==> src/sv/gray_contrast_gamma_quantizer_assert.svh <==
// Assertion macros for the gray contrast, gamma and quantizer block.
// Included by the top level; the checks compile away under SYNTHESIS.
`ifndef GRAY_CONTRAST_GAMMA_QUANTIZER_ASSERT_SVH
`define GRAY_CONTRAST_GAMMA_QUANTIZER_ASSERT_SVH
`ifndef SYNTHESIS
`define GCGQ_ASSERT_SAME(label, clk, rst_n, ante, cons) \
    label: assert property (@(posedge clk) disable iff (!rst_n) (ante) |-> (cons)) \
        else $error("gcgq same-cycle check failed");
`define GCGQ_ASSERT_NEXT(label, clk, rst_n, ante, cons) \
    label: assert property (@(posedge clk) disable iff (!rst_n) (ante) |=> (cons)) \
        else $error("gcgq next-cycle check failed");
`else
`define GCGQ_ASSERT_SAME(label, clk, rst_n, ante, cons)
`define GCGQ_ASSERT_NEXT(label, clk, rst_n, ante, cons)
`endif
`endif

==> src/sv/gcgq_pkg.sv <==
// Shared types and constants of the gray contrast, gamma and quantizer pipeline.
// No dependencies; every module of the block imports this package.
package gcgq_pkg;

    localparam int COORD_WIDTH_DEF = 16;
    localparam int CFG_DATA_W      = 9;
    localparam int CFG_INDEX_W     = 2;

    typedef enum logic [CFG_INDEX_W-1:0] {
        CFG_CONTRAST_PERCENT  = 2'd0,
        CFG_BRIGHTNESS_OFFSET = 2'd1,
        CFG_GAMMA_ENABLE      = 2'd2,
        CFG_DITHER_ENABLE     = 2'd3
    } t_cfg_index;

    typedef struct packed {
        logic [8:0]        contrast_percent;
        logic signed [8:0] brightness_offset;
        logic              gamma_enable;
        logic              dither_enable;
    } t_cfg;

    localparam logic [8:0]        CONTRAST_RESET   = 9'd135;
    localparam logic signed [8:0] BRIGHTNESS_RESET = 9'sd0;

    localparam int ST_TONE_MUL   = 0;
    localparam int ST_TONE_RECIP = 1;
    localparam int ST_TONE_CLAMP = 2;
    localparam int ST_BRIGHT     = 3;
    localparam int ST_DIV_SETUP  = 4;
    localparam int ST_DIV_FIRST  = 5;
    localparam int DIV_STAGES    = 3;
    localparam int ST_GAMMA      = ST_DIV_FIRST + DIV_STAGES;
    localparam int ST_OUT        = ST_GAMMA + 1;
    localparam int NUM_STAGES    = ST_OUT + 1;

    typedef logic [NUM_STAGES-1:0] t_stage_en;

    localparam int DIV_Q_W         = 9;
    localparam int DIV_BITS_PER_ST = DIV_Q_W / DIV_STAGES;

    localparam logic [16:0] RECIP_100   = 17'd83887;
    localparam int          RECIP_SHIFT = 23;
    localparam int          QUOT_W      = 11;

    localparam logic [31:0] HASH_MUL_X = 32'd374761393;
    localparam logic [31:0] HASH_MUL_Y = 32'd668265263;
    localparam logic [31:0] HASH_MIX   = 32'd1274126177;
    localparam int          HASH_SHIFT = 13;

    localparam logic [7:0] LVL_T1 = 8'd45;
    localparam logic [7:0] LVL_T2 = 8'd70;
    localparam logic [7:0] LVL_T3 = 8'd140;

    localparam logic [1:0] LVL_BLACK = 2'd0;
    localparam logic [1:0] LVL_DARK  = 2'd1;
    localparam logic [1:0] LVL_LIGHT = 2'd2;
    localparam logic [1:0] LVL_WHITE = 2'd3;

endpackage

==> src/sv/gcgq_tone.sv <==
// Contrast and brightness stages: multiply, divide by 100 through a reciprocal,
// clamp, then add the signed offset and clamp. Uses gcgq_pkg.
module gcgq_tone (
    input  logic                 i_clk,
    input  gcgq_pkg::t_stage_en  i_en,
    input  gcgq_pkg::t_cfg       i_cfg,
    input  logic [7:0]           i_gray_in,
    output logic [7:0]           o_gray
);
    import gcgq_pkg::*;

    logic              n_neg;
    logic [7:0]        n_mag;
    logic [16:0]       n_prod;
    logic              r_neg0;
    logic [16:0]       r_prod;
    logic [33:0]       w_recip;
    logic              r_neg1;
    logic [QUOT_W-1:0] r_quot;
    logic [7:0]        n_contrast;
    logic [7:0]        r_contrast;
    logic signed [10:0] w_sum;
    logic [7:0]        n_bright;
    logic [7:0]        r_bright;

    always_comb begin
        n_neg  = !i_gray_in[7];
        n_mag  = i_gray_in[7] ? {1'b0, i_gray_in[6:0]} : 8'd128 - i_gray_in;
        n_prod = 17'(n_mag) * 17'(i_cfg.contrast_percent);
    end

    always_ff @(posedge i_clk) begin
        if (i_en[ST_TONE_MUL]) begin
            r_neg0 <= n_neg;
            r_prod <= n_prod;
        end
    end

    assign w_recip = 34'(r_prod) * 34'(RECIP_100);

    always_ff @(posedge i_clk) begin
        if (i_en[ST_TONE_RECIP]) begin
            r_neg1 <= r_neg0;
            r_quot <= w_recip[RECIP_SHIFT +: QUOT_W];
        end
    end

    always_comb begin
        if (r_quot >= QUOT_W'(128)) begin
            n_contrast = r_neg1 ? 8'd0 : 8'd255;
        end else if (r_neg1) begin
            n_contrast = 8'd128 - r_quot[7:0];
        end else begin
            n_contrast = 8'd128 + r_quot[7:0];
        end
    end

    always_ff @(posedge i_clk) begin
        if (i_en[ST_TONE_CLAMP]) begin
            r_contrast <= n_contrast;
        end
    end

    assign w_sum = $signed({3'b000, r_contrast}) + 11'(i_cfg.brightness_offset);

    always_comb begin
        if (w_sum < 11'sd0) begin
            n_bright = 8'd0;
        end else if (w_sum > 11'sd255) begin
            n_bright = 8'd255;
        end else begin
            n_bright = w_sum[7:0];
        end
    end

    always_ff @(posedge i_clk) begin
        if (i_en[ST_BRIGHT]) begin
            r_bright <= n_bright;
        end
    end

    assign o_gray = r_bright;

endmodule

==> src/sv/gcgq_hash.sv <==
// Coordinate hash for noise dithering: two multiplies, xor-shift mix, final multiply,
// then a delay line that keeps the threshold aligned with the gray path. Uses gcgq_pkg.
module gcgq_hash #(
    parameter int COORD_WIDTH = gcgq_pkg::COORD_WIDTH_DEF
) (
    input  logic                    i_clk,
    input  gcgq_pkg::t_stage_en     i_en,
    input  logic [COORD_WIDTH-1:0]  i_pixel_x,
    input  logic [COORD_WIDTH-1:0]  i_pixel_y,
    output logic [7:0]              o_thresh
);
    import gcgq_pkg::*;

    logic [31:0] n_px;
    logic [31:0] n_py;
    logic [31:0] r_px;
    logic [31:0] r_py;
    logic [31:0] w_h;
    logic [31:0] r_hx;
    logic [31:0] w_mix;
    logic [7:0]  r_thr [ST_TONE_CLAMP:ST_GAMMA];

    assign n_px = 32'(i_pixel_x) * HASH_MUL_X;
    assign n_py = 32'(i_pixel_y) * HASH_MUL_Y;

    always_ff @(posedge i_clk) begin
        if (i_en[ST_TONE_MUL]) begin
            r_px <= n_px;
            r_py <= n_py;
        end
    end

    assign w_h = r_px + r_py;

    always_ff @(posedge i_clk) begin
        if (i_en[ST_TONE_RECIP]) begin
            r_hx <= w_h ^ (w_h >> HASH_SHIFT);
        end
    end

    assign w_mix = r_hx * HASH_MIX;

    always_ff @(posedge i_clk) begin
        if (i_en[ST_TONE_CLAMP]) begin
            r_thr[ST_TONE_CLAMP] <= w_mix[31:24];
        end
    end

    for (genvar k = ST_TONE_CLAMP + 1; k <= ST_GAMMA; k++) begin : g_dly
        always_ff @(posedge i_clk) begin
            if (i_en[k]) begin
                r_thr[k] <= r_thr[k-1];
            end
        end
    end

    assign o_thresh = r_thr[ST_GAMMA];

endmodule

==> src/sv/gcgq_gamma.sv <==
// Square-root gamma: the first Newton step reduces to (g + 255) / 2, the second
// divides g * 255 by it in a three-stage restoring divider. Uses gcgq_pkg.
module gcgq_gamma (
    input  logic                 i_clk,
    input  gcgq_pkg::t_stage_en  i_en,
    input  gcgq_pkg::t_cfg       i_cfg,
    input  logic [7:0]           i_gray,
    output logic [7:0]           o_gray
);
    import gcgq_pkg::*;

    logic [15:0]        w_prod;
    logic [7:0]         r_gray [0:DIV_STAGES];
    logic [7:0]         r_div  [0:DIV_STAGES];
    logic [7:0]         r_rem  [0:DIV_STAGES];
    logic [DIV_Q_W-1:0] r_num  [0:DIV_STAGES];
    logic [DIV_Q_W-1:0] r_quo  [0:DIV_STAGES];
    logic [9:0]         w_sum;
    logic [8:0]         w_root;
    logic [7:0]         n_gamma;
    logic [7:0]         n_out;
    logic [7:0]         r_out;

    assign w_prod = {i_gray, 8'd0} - 16'(i_gray);

    always_ff @(posedge i_clk) begin
        if (i_en[ST_DIV_SETUP]) begin
            r_gray[0] <= i_gray;
            r_div[0]  <= 8'((9'(i_gray) + 9'd255) >> 1);
            r_rem[0]  <= {1'b0, w_prod[15:DIV_Q_W]};
            r_num[0]  <= w_prod[DIV_Q_W-1:0];
            r_quo[0]  <= '0;
        end
    end

    for (genvar j = 1; j <= DIV_STAGES; j++) begin : g_div
        logic [7:0]         n_rem;
        logic [DIV_Q_W-1:0] n_num;
        logic [DIV_Q_W-1:0] n_quo;

        always_comb begin
            logic [8:0] v_trial;
            n_rem = r_rem[j-1];
            n_num = r_num[j-1];
            n_quo = r_quo[j-1];
            for (int k = 0; k < DIV_BITS_PER_ST; k++) begin
                v_trial = {n_rem, n_num[DIV_Q_W-1]};
                n_num   = {n_num[DIV_Q_W-2:0], 1'b0};
                if (v_trial >= {1'b0, r_div[j-1]}) begin
                    n_rem = 8'(v_trial - {1'b0, r_div[j-1]});
                    n_quo = {n_quo[DIV_Q_W-2:0], 1'b1};
                end else begin
                    n_rem = v_trial[7:0];
                    n_quo = {n_quo[DIV_Q_W-2:0], 1'b0};
                end
            end
        end

        always_ff @(posedge i_clk) begin
            if (i_en[ST_DIV_FIRST + j - 1]) begin
                r_gray[j] <= r_gray[j-1];
                r_div[j]  <= r_div[j-1];
                r_rem[j]  <= n_rem;
                r_num[j]  <= n_num;
                r_quo[j]  <= n_quo;
            end
        end
    end

    assign w_sum  = 10'(r_div[DIV_STAGES]) + 10'(r_quo[DIV_STAGES]);
    assign w_root = w_sum[9:1];

    always_comb begin
        if (r_gray[DIV_STAGES] == 8'd0) begin
            n_gamma = 8'd0;
        end else if (w_root > 9'd255) begin
            n_gamma = 8'd255;
        end else begin
            n_gamma = w_root[7:0];
        end
        n_out = i_cfg.gamma_enable ? n_gamma : r_gray[DIV_STAGES];
    end

    always_ff @(posedge i_clk) begin
        if (i_en[ST_GAMMA]) begin
            r_out <= n_out;
        end
    end

    assign o_gray = r_out;

endmodule

==> src/sv/gcgq_quant.sv <==
// Output stage: registers the adjusted gray and its 2-bit level, taken from fixed
// thresholds or from the dither threshold. Uses gcgq_pkg.
module gcgq_quant (
    input  logic                 i_clk,
    input  gcgq_pkg::t_stage_en  i_en,
    input  gcgq_pkg::t_cfg       i_cfg,
    input  logic [7:0]           i_gray,
    input  logic [7:0]           i_thresh,
    output logic [7:0]           o_gray_adjusted,
    output logic [1:0]           o_level
);
    import gcgq_pkg::*;

    logic [9:0]  w_s;
    logic [10:0] w_lo;
    logic [10:0] w_mid;
    logic [10:0] w_hi;
    logic [1:0]  n_fixed;
    logic [1:0]  n_noise;
    logic [7:0]  r_gray;
    logic [1:0]  r_level;

    assign w_s   = {1'b0, i_gray, 1'b0} + 10'(i_gray);
    assign w_lo  = 11'(w_s) + 11'(i_thresh);
    assign w_mid = 11'(w_s - 10'd255) + 11'(i_thresh);
    assign w_hi  = 11'(w_s - 10'd510) + 11'(i_thresh);

    always_comb begin
        if (i_gray < LVL_T1) begin
            n_fixed = LVL_BLACK;
        end else if (i_gray < LVL_T2) begin
            n_fixed = LVL_DARK;
        end else if (i_gray < LVL_T3) begin
            n_fixed = LVL_LIGHT;
        end else begin
            n_fixed = LVL_WHITE;
        end

        if (w_s < 10'd255) begin
            n_noise = (w_lo >= 11'd255) ? LVL_DARK : LVL_BLACK;
        end else if (w_s < 10'd510) begin
            n_noise = (w_mid >= 11'd255) ? LVL_LIGHT : LVL_DARK;
        end else begin
            n_noise = (w_hi >= 11'd255) ? LVL_WHITE : LVL_LIGHT;
        end
    end

    always_ff @(posedge i_clk) begin
        if (i_en[ST_OUT]) begin
            r_gray  <= i_gray;
            r_level <= i_cfg.dither_enable ? n_noise : n_fixed;
        end
    end

    assign o_gray_adjusted = r_gray;
    assign o_level         = r_level;

endmodule

==> src/sv/gray_contrast_gamma_quantizer.sv <==
// An accepted word moves through the tone, divider, gamma and output stage registers.
// Throughput: one word per cycle unless stalled; the ten stages each hold their own valid
// bit and advance independently, so a stall at the output only halts the full stages.
// Reset clears all valid bits and loads the register defaults; there is no clearing pass.
// Depends on gcgq_pkg, gcgq_tone, gcgq_hash, gcgq_gamma, gcgq_quant and the assert header.
`include "gray_contrast_gamma_quantizer_assert.svh"
module gray_contrast_gamma_quantizer #(
    parameter int COORD_WIDTH = gcgq_pkg::COORD_WIDTH_DEF
) (
    input  logic                              i_clk,
    input  logic                              i_rst_n,
    input  logic                              i_in_valid,
    output logic                              o_in_stall,
    input  logic [7:0]                        i_gray_in,
    input  logic [COORD_WIDTH-1:0]            i_pixel_x,
    input  logic [COORD_WIDTH-1:0]            i_pixel_y,
    output logic                              o_out_valid,
    input  logic                              i_out_stall,
    output logic [7:0]                        o_gray_adjusted,
    output logic [1:0]                        o_level,
    input  logic                              i_cfg_we,
    input  logic [gcgq_pkg::CFG_INDEX_W-1:0]  i_cfg_index,
    input  logic [gcgq_pkg::CFG_DATA_W-1:0]   i_cfg_data
);
    import gcgq_pkg::*;

    t_cfg      r_cfg;
    t_stage_en r_vld;
    t_stage_en w_en;
    logic [7:0] w_tone_gray;
    logic [7:0] w_gamma_gray;
    logic [7:0] w_thresh;

    always_ff @(posedge i_clk) begin
        if (!i_rst_n) begin
            r_cfg.contrast_percent  <= CONTRAST_RESET;
            r_cfg.brightness_offset <= BRIGHTNESS_RESET;
            r_cfg.gamma_enable      <= 1'b0;
            r_cfg.dither_enable     <= 1'b0;
        end else if (i_cfg_we) begin
            case (t_cfg_index'(i_cfg_index))
                CFG_CONTRAST_PERCENT: begin
                    r_cfg.contrast_percent <= i_cfg_data[8:0];
                end
                CFG_BRIGHTNESS_OFFSET: begin
                    r_cfg.brightness_offset <= $signed(i_cfg_data[8:0]);
                end
                CFG_GAMMA_ENABLE: begin
                    r_cfg.gamma_enable <= i_cfg_data[0];
                end
                CFG_DITHER_ENABLE: begin
                    r_cfg.dither_enable <= i_cfg_data[0];
                end
                default: begin
                    r_cfg <= r_cfg;
                end
            endcase
        end
    end

    always_comb begin
        w_en[NUM_STAGES-1] = !r_vld[NUM_STAGES-1] || !i_out_stall;
        for (int k = NUM_STAGES - 2; k >= 0; k--) begin
            w_en[k] = !r_vld[k] || w_en[k+1];
        end
    end

    always_ff @(posedge i_clk) begin
        if (!i_rst_n) begin
            r_vld <= '0;
        end else begin
            if (w_en[0]) begin
                r_vld[0] <= i_in_valid;
            end
            for (int k = 1; k < NUM_STAGES; k++) begin
                if (w_en[k]) begin
                    r_vld[k] <= r_vld[k-1];
                end
            end
        end
    end

    assign o_in_stall  = !w_en[0];
    assign o_out_valid = r_vld[ST_OUT];

    gcgq_tone u_tone (
        .i_clk     (i_clk),
        .i_en      (w_en),
        .i_cfg     (r_cfg),
        .i_gray_in (i_gray_in),
        .o_gray    (w_tone_gray)
    );

    gcgq_hash #(
        .COORD_WIDTH (COORD_WIDTH)
    ) u_hash (
        .i_clk     (i_clk),
        .i_en      (w_en),
        .i_pixel_x (i_pixel_x),
        .i_pixel_y (i_pixel_y),
        .o_thresh  (w_thresh)
    );

    gcgq_gamma u_gamma (
        .i_clk  (i_clk),
        .i_en   (w_en),
        .i_cfg  (r_cfg),
        .i_gray (w_tone_gray),
        .o_gray (w_gamma_gray)
    );

    gcgq_quant u_quant (
        .i_clk           (i_clk),
        .i_en            (w_en),
        .i_cfg           (r_cfg),
        .i_gray          (w_gamma_gray),
        .i_thresh        (w_thresh),
        .o_gray_adjusted (o_gray_adjusted),
        .o_level         (o_level)
    );

    `GCGQ_ASSERT_SAME(a_stall_only_when_full, i_clk, i_rst_n, o_in_stall, (&r_vld))
    `GCGQ_ASSERT_NEXT(a_accept_enters, i_clk, i_rst_n, i_in_valid && !o_in_stall, r_vld[0])
    `GCGQ_ASSERT_NEXT(a_gamma_to_out, i_clk, i_rst_n, r_vld[ST_GAMMA] && w_en[ST_OUT], o_out_valid)
    `GCGQ_ASSERT_SAME(a_fixed_black, i_clk, i_rst_n, o_out_valid && !r_cfg.dither_enable && (o_gray_adjusted < LVL_T1), o_level == LVL_BLACK)

endmodule
==> config.mk <==
export PLATFORM = sky130hd
export DESIGN_NAME = gray_contrast_gamma_quantizer
export DESIGN_NICKNAME = d
export VERILOG_FILES = /design/src/sv/gcgq_pkg.sv /design/src/sv/gcgq_tone.sv /design/src/sv/gcgq_hash.sv /design/src/sv/gcgq_gamma.sv /design/src/sv/gcgq_quant.sv /design/src/sv/gray_contrast_gamma_quantizer.sv
export VERILOG_INCLUDE_DIRS = /design/src /design/src/sv
export SDC_FILE = /design/constraint.sdc
export NUM_CORES = 2
export LEC_CHECK = 0
export ABC_AREA = 1
export BUFFER_PORTS_ARGS = -buffer_cell sky130_fd_sc_hd__buf_2
export CAP_MARGIN = 30
export CORE_MARGIN = 2
export CORE_UTILIZATION = 60
export DETAILED_ROUTE_END_ITERATION = 8
export PLACE_DENSITY = 0.81
export SYNTH_ARGS = -nofsm -noshare
export SYNTH_HDL_FRONTEND = slang
export SYNTH_HIERARCHICAL = 1
export SYNTH_SLANG_ARGS = --single-unit
==> constraint.sdc <==
create_clock -name i_clk -period 14.6 [get_ports i_clk]
set_clock_uncertainty 0.1 [all_clocks]
set_input_delay 2.92 -clock i_clk [delete_from_list [all_inputs] [get_ports i_clk]]
set_output_delay 2.92 -clock i_clk [all_outputs]
set_load 0.05 [all_outputs]
==> flow_summary.yaml <==
status:
  status: "completed"
synthesis:
  synth.most_common_cell: "inv_1"
  synth_cell_types: 65
  syn_nets: 6993
  synthArstFlopShare_pct: 0
  ys_ff_latch: 366
  synth_edf_count: 336
  synth_area_um2: 50400
  yosysTopAreaCell: "fa_1"
  synth_warnings: 6
  synth.top_cell.area_share_pct: 26.1
  synthTopCellsByCount: "1457 x inv_1, 821 x nand2_1, 728 x ha_1, 657 x fa_1, 336 x edfxtp_1"
  syn-mean-instance-area_um2: 9.08
  synth.area.top_cells: "fa_1 26%, edfxtp_1 20%, ha_1 18%"
  synth_flop_cell: "edfxtp_1"
  synth_seq_area_share_pct: 21.2
  synthCells: 5552
timing:
  slew_viol_final: 0
  rsz0062_at_grt: "false"
  relSlewSlack_pct: 43.3
  setup_viol: 0
  finalCritPeriodShare_pct: 59.4
  period_needed_ns: 8.68
  clock.fmax_mhz: 115
  tightestPinTransition_ns: 0.850
  setup_tns_ns: 0
  setup_ws_ns: 5.92
  hold_viol_final: 0
final_layout:
  design_area_um2: 53300
  fin_nets: 7089
  diodes: 0
  finalNonFillerCells: 6760
  fillers: 6670
  final_layout_size_suffix_gt1_share_pct: 5.05
  area_delta_synth_final_pct: 5.80
clock_network:
  clock_latency_ns: 0.60
  numClockSinks: 366
  post_cts_resized: 0
  cts_tree: "done"
  cts_buffers: 41
  hold_buffers: 0
  htreeDepth: 2
  cts_buffer_depth: 3
  ctsRootBufferMaster: "clkbuf_16"
  cts_setup_buffers: 0
  clk_pin_slew_ns: 0.06
setup_path:
  cp-end-kind: "output port"
  timing.rr.end: "u_hash/r_thr[0][7]"
  cp-startpoint: "i_out_stall"
  path_max_fanout: 41
  worstSetupPathType: "input port to output port"
  crit_path_end: "o_in_stall"
  reg2reg_depth: 20
  worst_ep_required_time_ns: 11.58
  start_kind: "input port"
  worst_ep_arrival_time_ns: 5.66
  r2r-start: "u_hash/r_hx[4]"
  rrSetupSlack_ns: 7.70
floorplanning:
  initial_core_util_pct: 60.4
  core_area_um2: 83400
  die_area_um2: 86300
  die_y_um: 294
  io_pins: 68
  rows: 106
  fp.dieW_um: 294
grt:
  grt_pass1_wl_mm: 189
  antenna_found_initial: 1
  grt_max_degree: 64
  grt_pass1_vias: 37800
  grt_overflow: 0
  grt_usage_pct: 27.7
placement:
  gp_congestion: 0.964
  hpwl_mm: 98.7
  placed_area_um2: 52000
  place_ws_ns: 5.90
  portBuffers: 67
  dp.cells: 6685
routing:
  via_count: 36500
  drc: 0
  first_iter_violations: 2378
  postRouteAntennaNets: 0
  routed_wl_mm: 115
  drt_pass1_iterations: 7
  detail_route.wl_per_cell_um: 17.1
  routed_via_density: 5.39
worst_hold_path:
  min-delay-start: "u_hash/r_thr[0][40]"
  min_delay_path_depth: 0
  hold_path.class: "flop to flop"
job:
  cap_violations: 0
==> metal layers <==
layer / global-route usage [%] / vias up / routed length [µm]
li1: - / 17600 / -
met1: 35.1 / 17600 / 47300
met4: 8.16 / 2 / 3720
met5: 0 / - / 7
met2: 50.2 / 1044 / 59000
met3: 2.61 / 231 / 5290
==> per-stage QoR <==
step / util, % / hold slack, ns
2_1_floorplan: - / 0.300
3_3_place_gp: 62.3 / 0.300
3_5_place_dp: 62.3 / 0.305
4_1_cts: 63.9 / 0.299
5_1_grt: 63.9 / 0.315
6_report: 63.9 / 0.303
==> worst max-delay path, stage by stage <==
cell and delay (ns):
buf_2 0.11, nand3_2 0.37, nor2_4 0.29, nand4_4 0.60, nor2_4 0.42, nand4_4 0.49, inv_1 0.15, buf_2 0.28
==> area by class of cell <==
| cell class | count | area [µm²] | area share, % |
|---|---|---|---|
| multi-input cells | 3687 | 34000 | 63.8 |
| flip-flops and latches | 366 | 10700 | 20.1 |
| inverters | 1481 | 5560 | 10.4 |
| well taps | 1080 | 1350 | 2.53 |
| clock buffers | 46 | 1050 | 1.98 |
| repair buffers | 71 | 378 | 0.709 |
| clock inverters | 29 | 269 | 0.505 |
==> logic make-up after synthesis <==
logic type	count (synthesis)	synth area share, %
compound gates	540	6.22
buf+inv	1499	11.3
simple gates	1564	13.5
flops	366	21.2
xor+xnor	198	3.55
fa+ha+maj	1385	44.2
==> flip-flops by register name, summed over array words and instances, names as in the netlist <==
| name | cells |
|---|---|
| u_tone/r_contrast | 8 |
| u_tone/r_prod | 17 |
| u_hash/r_thr | 56 |
| u_tone/o_gray | 8 |
| u_gamma/r_rem | 23 |
| u_quant/o_gray_adjusted | 8 |
| r_vld | 10 |
| u_tone/r_neg1 | 1 |
| u_gamma/r_num | 16 |
| u_gamma/r_gray | 31 |
| u_hash/r_hx | 32 |
| u_tone/r_quot | 11 |
| r_cfg | 20 |
| u_quant/o_level | 2 |
| u_hash/r_py | 32 |
| u_gamma/r_div | 32 |
| u_gamma/r_quo | 18 |
| u_tone/r_neg0 | 1 |
| u_hash/r_px | 32 |
| u_gamma/o_gray | 8 |
==> how the worst min path moves through the flow <==
stage / end
4_1_cts: u_tone/r_neg1
3_3_place_gp: u_hash/r_thr[0][26]
6_report: u_hash/r_thr[0][48]
3_5_place_dp: u_gamma/r_gray[1][3]
2_1_floorplan: u_gamma/r_gray[1][0]
5_1_grt: u_tone/r_neg1
==> cells in the final DEF, fill, tap and decap left out, drive strengths merged, types with 2 or more instances in the layout <==
cell type  instances
fa               657
xor2             116
nor3              43
nor4               8
clkbuf            46
o22ai              2
clkinv            24
o31ai              4
a21boi            11
dfxtp             30
buf               71
xnor2             82
o211ai            15
inv             1480
nand3            210
clkinvlp           4
o21bai            20
a211oi            10
nor2             362
edfxtp           336
nand4             55
o21ai            164
nand2            858
bufinv             2
ha               728
o31a               2
a21oi            259
a221oi             3
or2               10
and2               2
a21o              26
a31oi             11
nand3b            15
o21a              10
Power is not shown: default switching activity piles up to over one toggle a cycle in this logic, so the estimate is an artifact.
